<file path="src/hdl/ldp_pkg.sv">
`timescale 1ns / 1ps
package ldp_pkg;

  localparam logic [5:0]  MAX_ORDER = 6'd63;
  localparam logic [63:0] ONE_Q40   = 64'h0000_0100_0000_0000;
  localparam logic [5:0]  SHIFT_X   = 6'd30;
  localparam logic [5:0]  SHIFT_R   = 6'd48;
  localparam longint unsigned ONE_Q48 = 64'h0001_0000_0000_0000;

  // 2^48 / k rounded half up, unsigned Q1.48; orders 0 and 1 never index it
  localparam logic [48:0] RECIP_ROM [64] = '{
    49'd0, 49'(ONE_Q48), 49'((ONE_Q48 + 1) / 2), 49'((ONE_Q48 + 1) / 3),
    49'((ONE_Q48 + 2) / 4), 49'((ONE_Q48 + 2) / 5), 49'((ONE_Q48 + 3) / 6),
    49'((ONE_Q48 + 3) / 7), 49'((ONE_Q48 + 4) / 8), 49'((ONE_Q48 + 4) / 9),
    49'((ONE_Q48 + 5) / 10), 49'((ONE_Q48 + 5) / 11), 49'((ONE_Q48 + 6) / 12),
    49'((ONE_Q48 + 6) / 13), 49'((ONE_Q48 + 7) / 14), 49'((ONE_Q48 + 7) / 15),
    49'((ONE_Q48 + 8) / 16), 49'((ONE_Q48 + 8) / 17), 49'((ONE_Q48 + 9) / 18),
    49'((ONE_Q48 + 9) / 19), 49'((ONE_Q48 + 10) / 20), 49'((ONE_Q48 + 10) / 21),
    49'((ONE_Q48 + 11) / 22), 49'((ONE_Q48 + 11) / 23), 49'((ONE_Q48 + 12) / 24),
    49'((ONE_Q48 + 12) / 25), 49'((ONE_Q48 + 13) / 26), 49'((ONE_Q48 + 13) / 27),
    49'((ONE_Q48 + 14) / 28), 49'((ONE_Q48 + 14) / 29), 49'((ONE_Q48 + 15) / 30),
    49'((ONE_Q48 + 15) / 31), 49'((ONE_Q48 + 16) / 32), 49'((ONE_Q48 + 16) / 33),
    49'((ONE_Q48 + 17) / 34), 49'((ONE_Q48 + 17) / 35), 49'((ONE_Q48 + 18) / 36),
    49'((ONE_Q48 + 18) / 37), 49'((ONE_Q48 + 19) / 38), 49'((ONE_Q48 + 19) / 39),
    49'((ONE_Q48 + 20) / 40), 49'((ONE_Q48 + 20) / 41), 49'((ONE_Q48 + 21) / 42),
    49'((ONE_Q48 + 21) / 43), 49'((ONE_Q48 + 22) / 44), 49'((ONE_Q48 + 22) / 45),
    49'((ONE_Q48 + 23) / 46), 49'((ONE_Q48 + 23) / 47), 49'((ONE_Q48 + 24) / 48),
    49'((ONE_Q48 + 24) / 49), 49'((ONE_Q48 + 25) / 50), 49'((ONE_Q48 + 25) / 51),
    49'((ONE_Q48 + 26) / 52), 49'((ONE_Q48 + 26) / 53), 49'((ONE_Q48 + 27) / 54),
    49'((ONE_Q48 + 27) / 55), 49'((ONE_Q48 + 28) / 56), 49'((ONE_Q48 + 28) / 57),
    49'((ONE_Q48 + 29) / 58), 49'((ONE_Q48 + 29) / 59), 49'((ONE_Q48 + 30) / 60),
    49'((ONE_Q48 + 30) / 61), 49'((ONE_Q48 + 31) / 62), 49'((ONE_Q48 + 31) / 63)
  };

  typedef enum logic [3:0] {
    OP_NONE, OP_INIT, OP_LOAD1, OP_MULX, OP_ADDP, OP_MULC,
    OP_MULD, OP_SUB, OP_MULR, OP_ADV, OP_EMIT
  } op_t;

  typedef struct packed {
    op_t        op;
    logic       issue;
    logic [1:0] comp;
    logic [5:0] k;
    logic       last;
  } cmd_t;

  typedef struct packed {
    logic mul_done;
  } status_t;

endpackage

</file>
<file path="src/hdl/ldp_ctrl.sv">
`timescale 1ns / 1ps
module ldp_ctrl (
  input  logic             clk,
  input  logic             rst_n,
  input  logic             start,
  input  logic [5:0]       order_n,
  output logic             busy,
  input  logic             cfg_valid,
  output logic             cfg_ready,
  input  logic             cfg_emit_all_orders,
  output ldp_pkg::cmd_t    cmd,
  input  ldp_pkg::status_t status,
  output logic             out_valid
);
  import ldp_pkg::*;

  typedef enum logic [3:0] {
    S_IDLE, S_EMIT, S_LOAD1, S_MULX, S_WX, S_ADD1, S_ADD2, S_MULC, S_WC,
    S_MULD, S_WD, S_SUB, S_MULR, S_WR, S_ADV
  } state_t;

  state_t     state_r, state_nxt;
  logic [5:0] k_r, k_nxt, n_r, n_nxt;
  logic [1:0] comp_r, comp_nxt;
  logic       all_r, ov_nxt, out_valid_r;
  logic       at_end;

  assign at_end    = (k_r == n_r);
  assign busy      = (state_r != S_IDLE);
  assign cfg_ready = !busy;

  always_comb begin
    state_nxt = state_r;
    k_nxt     = k_r;
    n_nxt     = n_r;
    comp_nxt  = comp_r;
    ov_nxt    = 1'b0;
    cmd       = '{op: OP_NONE, issue: 1'b0, comp: comp_r, k: k_r, last: at_end};
    case (state_r)
      S_IDLE: begin
        if (start) begin
          cmd.op    = OP_INIT;
          n_nxt     = (order_n > MAX_ORDER) ? MAX_ORDER : order_n;
          k_nxt     = 6'd0;
          state_nxt = S_EMIT;
        end
      end
      S_EMIT: begin
        if (all_r || at_end) begin
          cmd.op = OP_EMIT;
          ov_nxt = 1'b1;
        end
        if (at_end) begin
          state_nxt = S_IDLE;
        end else if (k_r == 6'd0) begin
          state_nxt = S_LOAD1;
        end else begin
          k_nxt     = k_r + 6'd1;
          comp_nxt  = 2'd0;
          state_nxt = S_MULX;
        end
      end
      S_LOAD1: begin
        cmd.op    = OP_LOAD1;
        k_nxt     = 6'd1;
        state_nxt = S_EMIT;
      end
      S_MULX: begin
        cmd.op    = OP_MULX;
        cmd.issue = 1'b1;
        state_nxt = S_WX;
      end
      S_WX: begin
        cmd.op = OP_MULX;
        if (status.mul_done) begin
          state_nxt = (comp_r == 2'd0) ? S_MULC : S_ADD1;
        end
      end
      S_ADD1: begin
        cmd.op    = OP_ADDP;
        state_nxt = (comp_r == 2'd2) ? S_ADD2 : S_MULC;
      end
      S_ADD2: begin
        cmd.op    = OP_ADDP;
        state_nxt = S_MULC;
      end
      S_MULC: begin
        cmd.op    = OP_MULC;
        cmd.issue = 1'b1;
        state_nxt = S_WC;
      end
      S_WC: begin
        cmd.op = OP_MULC;
        if (status.mul_done) begin
          state_nxt = S_MULD;
        end
      end
      S_MULD: begin
        cmd.op    = OP_MULD;
        cmd.issue = 1'b1;
        state_nxt = S_WD;
      end
      S_WD: begin
        cmd.op = OP_MULD;
        if (status.mul_done) begin
          state_nxt = S_SUB;
        end
      end
      S_SUB: begin
        cmd.op    = OP_SUB;
        state_nxt = S_MULR;
      end
      S_MULR: begin
        cmd.op    = OP_MULR;
        cmd.issue = 1'b1;
        state_nxt = S_WR;
      end
      S_WR: begin
        cmd.op = OP_MULR;
        if (status.mul_done) begin
          if (comp_r == 2'd2) begin
            state_nxt = S_ADV;
          end else begin
            comp_nxt  = comp_r + 2'd1;
            state_nxt = S_MULX;
          end
        end
      end
      S_ADV: begin
        cmd.op    = OP_ADV;
        state_nxt = S_EMIT;
      end
      default: begin
        state_nxt = S_IDLE;
      end
    endcase
  end

  always_ff @(posedge clk) begin
    if (!rst_n) begin
      state_r     <= S_IDLE;
      k_r         <= 6'd0;
      n_r         <= 6'd0;
      comp_r      <= 2'd0;
      all_r       <= 1'b0;
      out_valid_r <= 1'b0;
    end else begin
      state_r     <= state_nxt;
      k_r         <= k_nxt;
      n_r         <= n_nxt;
      comp_r      <= comp_nxt;
      out_valid_r <= ov_nxt;
      if (cfg_valid && cfg_ready) begin
        all_r <= cfg_emit_all_orders;
      end
    end
  end

  assign out_valid = out_valid_r;
endmodule

</file>
<file path="config.mk">
export PLATFORM = sky130hd
export DESIGN_NAME = ldp_ctrl
export DESIGN_NICKNAME = d
export VERILOG_FILES = /design/src/hdl/ldp_pkg.sv /design/src/hdl/ldp_ctrl.sv
export SDC_FILE = /design/constraint.sdc
export NUM_CORES = 1
export LEC_CHECK = 0
export BUFFER_PORTS_ARGS = -buffer_cell sky130_fd_sc_hd__buf_2
export CAP_MARGIN = 20
export CORE_ASPECT_RATIO = 0.9
export CORE_MARGIN = 4
export CORE_UTILIZATION = 45
export DETAILED_ROUTE_END_ITERATION = 8
export HOLD_SLACK_MARGIN = 0.02
export MAX_ROUTING_LAYER = met4
export PLACE_DENSITY = 0.71
export SKIP_CTS_REPAIR_TIMING = 1
export SLEW_MARGIN = 20
export SYNTH_ARGS = -nofsm -noshare
export SYNTH_HDL_FRONTEND = slang
export SYNTH_SLANG_ARGS = --single-unit
</file>
<file path="constraint.sdc">
create_clock -name clk -period 2.06 [get_ports clk]
set_clock_uncertainty 0.2 [all_clocks]
set_input_delay 0.206 -clock clk [delete_from_list [all_inputs] [get_ports clk]]
set_output_delay 0.206 -clock clk [all_outputs]
set_load 0.01 [all_outputs]
</file>
==> impl_results.md <==
- Startpoint types: register
- Via count: 1481
- Die width: 65.8 um
- Die ar.: 3950 um^2
- Detail Route Antenna Nets: 0
- Leak: 0.750 nW
- First-pass DRT Iterations: 4
- Slew HR: 67.8%
- Root buf cell: clkbuf_4
- Drt total wl: 3870 um
- CTS sink cnt: 20
- Placed cell count: 252
- Peak VDD IR: 554 uV
- Async SR Flop Fraction: 0%
- Io pins: 29
- #FFs+latches synth: 20
- Fin nets: 249
- Total Routing Usage GR: 19.9%
- Critical path cell sequence: xnor2_2, nand4_1, nor2_2, nor3_1, o311ai_1, buf_2
- Critical Path RT: 1.65 ns
- Mapped Avg Cell Area: 7.47 um^2
- Worst reg2reg startpoint: state_r[0]$_SDFFE_PN0P_
- Hold path startpoint: start
- RSZ-0062 raised after global routing: true
- Finished Core Util: 65.1%
- Synthesis-to-finish area growth: 35.5%
- Max frequency: 480 MHz
- Syn nets: 197
- Unique masters post-synth: 48
- Status: finished, violations left
- Wirelength per Cell: 14.3 um
- CP bufs+invs: 1
- Hold_ws: 0.124 ns
- CTS Buffer Depth: 2
- H-Tree Depth: 1
- Die Y: 60.0 um
- GPL Wtd Cong: 0.913
- First-pass GRT wire length: 5930 um
- Core area: 2820 um^2
- Via density: 5.46
- Drt initial violations: 110
- Vias in the first global route: 1276
- Register area share after synthesis: 29.6%
- Synth warnings: 0
- Violated checks: setup timing
- DRC: 0
- Power per Cell Area: 532 nW/um^2
- Most used flip-flop cell after synthesis: dfxtp_1
- Slowest stage delay, CP: 0.38 ns
- Final worst-path setup slack: -0.0218 ns
- Hold Crit Class: primary input to register
- Tmin final: 2.08 ns
- Slew @ Worst Pin: 0.483 ns
- Post-Syn Area: 1350 um^2
- Final setup viols: 1
- IO Port Bufs: 28
- Total CTS buffers: 3
- Critical-path top delay cell: dfxtp_4
- WS Path Type: register to primary output
- CTS tree: built
- Layout fillers: 257
- CP Max Fanout: 3
- Largest net degree at the start of global routing: 18
- Fin cells: 271
- Clock Latency Late Sink: 0.30 ns
- Part of the cycle the worst path needs: 101%
- Critical path origin: k_r[1]$_SDFFE_PN0P_
- Slew Viols, Final: 0
- Share of layout cells above drive strength 1: 34.2%
- Initial Util: 48.0%
- EDFF count, synth: 0
- Max-Cap Viols: 0
- Crit. End Element: primary output
- Post-DP HPWL: 2710 um
- Hold Vio Cnt, Final: 0
- CP top delay family: simple AND/OR/NAND/NOR gates
- Antenna violations before repair: 0
- Mapped Cells: 181
- Ant diodes: 0
- Crit path DAT: 1.68 ns
- Total grt overflow: 0
- Cell Rows: 18
- Worst-path clk slew: 0.12 ns
Yosys cell counts, types with 3 or more instances:
library cell / number / area (um^2)
or3_1: 3 / 18.8
o21ai_0: 11 / 55.1
ha_1: 4 / 50.1
clkbuf_1: 5 / 18.8
nand4_1: 4 / 25.0
nor2b_1: 3 / 18.8
nand2_1: 23 / 86.3
inv_1: 7 / 26.3
a21oi_1: 16 / 80.1
o21a_1: 3 / 22.5
nor3_1: 5 / 25.0
buf_2: 3 / 15.0
dfxtp_1: 20 / 400
xnor2_1: 7 / 61.3
or4_1: 3 / 22.5
nand3_1: 11 / 55.1
nor2_1: 13 / 48.8
o31ai_1: 4 / 30.0
layout make-up:
type / instances / area, um^2 / share of cell area [%]
Tap cell: 40 / 50.0 / 2.73
Timing Repair Buffer: 58 / 392 / 21.4
Sequential cell: 20 / 424 / 23.1
Clock buffer: 3 / 22.5 / 1.23
Inverter: 8 / 30.0 / 1.64
Multi-Input combinational cell: 142 / 915 / 49.9
per-layer routing:
layer	GRT usage, %	wire length, um	vias to the layer above	share of wire (%)
met1	27.6	1790	686	46
met4	3.85	17	0	0.44
met5	-	0	-	0
met3	4.32	218	2	5.6
li1	-	-	749	-
met2	29.9	1840	44	48
state kept, by name, summed over array words and instances, names as in the netlist:
| register | flops |
|---|---|
| all_r | 1 |
| k_r | 6 |
| state_r | 4 |
| n_r | 6 |
| comp_r | 2 |
| out_valid | 1 |
cells by family after synthesis:
logic type	synth area share [%]
buffers and inverters	6.94
muxes	1.48
xor gates and xnor gates	4.53
DFF	29.6
adders and majority gates	3.70
and+or+nand+nor	30.0
AOI/OAI and AO/OA	23.8
cells in the final DEF (no fill, tap or decap), drive strengths merged, types with 2 or more instances in the layout:
cell type,synthesis,routed
buf,7,49
nand2,23,23
dfxtp,20,20
a21oi,16,16
nor2,14,14
o21ai,12,13
nand3,11,11
dlygate4sd3,0,9
inv,8,8
xnor2,7,7
nor3,5,5
nand4,4,4
o31ai,4,4
ha,4,4
nor2b,3,3
or4,3,3
or3,3,3
o21a,3,3
clkbuf,5,3
and2,3,3
mux2i,2,2
nand2b,2,2
a211oi,2,2
nor4,2,2
a2111oi,2,2
worst paths after layout:
path | to | slack [ns] | depth (start not counted)
worst max-delay path | cmd[11] | -0.02 | 6
worst min-delay path | n_r[4]$_SDFFE_PN0N_ | 0.12 | 4
worst max register to register | k_r[3]$_SDFFE_PN0P_ | 0.07 | 6
worst min register to register | n_r[3]$_SDFFE_PN0N_ | 0.29 | 2
per-stage QoR:
step	setup TNS [ns]	power, mW	instance area (um^2)	setup WS [ns]
2_1_floorplan	0	0.627	1350	0.139
3_3_place_gp	0	0.710	1590	0.154
3_5_place_dp	0	0.717	1590	0.110
4_1_cts	-0.234	0.901	1610	-0.134
5_1_grt	-0.272	1.03	1830	-0.142
6_report	-0.0218	0.975	1830	-0.0218
power by group:
part / internal (mW) / leakage [nW] / switching [mW]
clock network: 0.0682 / 0.0138 / 0.121
registers: 0.403 / 0.170 / 0.0201
logic: 0.167 / 0.566 / 0.196
worst register-to-register path: stages, from the launching register on:
cell and delay (ns):
dfxtp_2 0.38, inv_1 0.11, a2111oi_4 0.34, buf_4 0.19, o21ai_4 0.08, or4_1 0.49
a21oi_1 0.15
(Power assumes the default switching activity.)
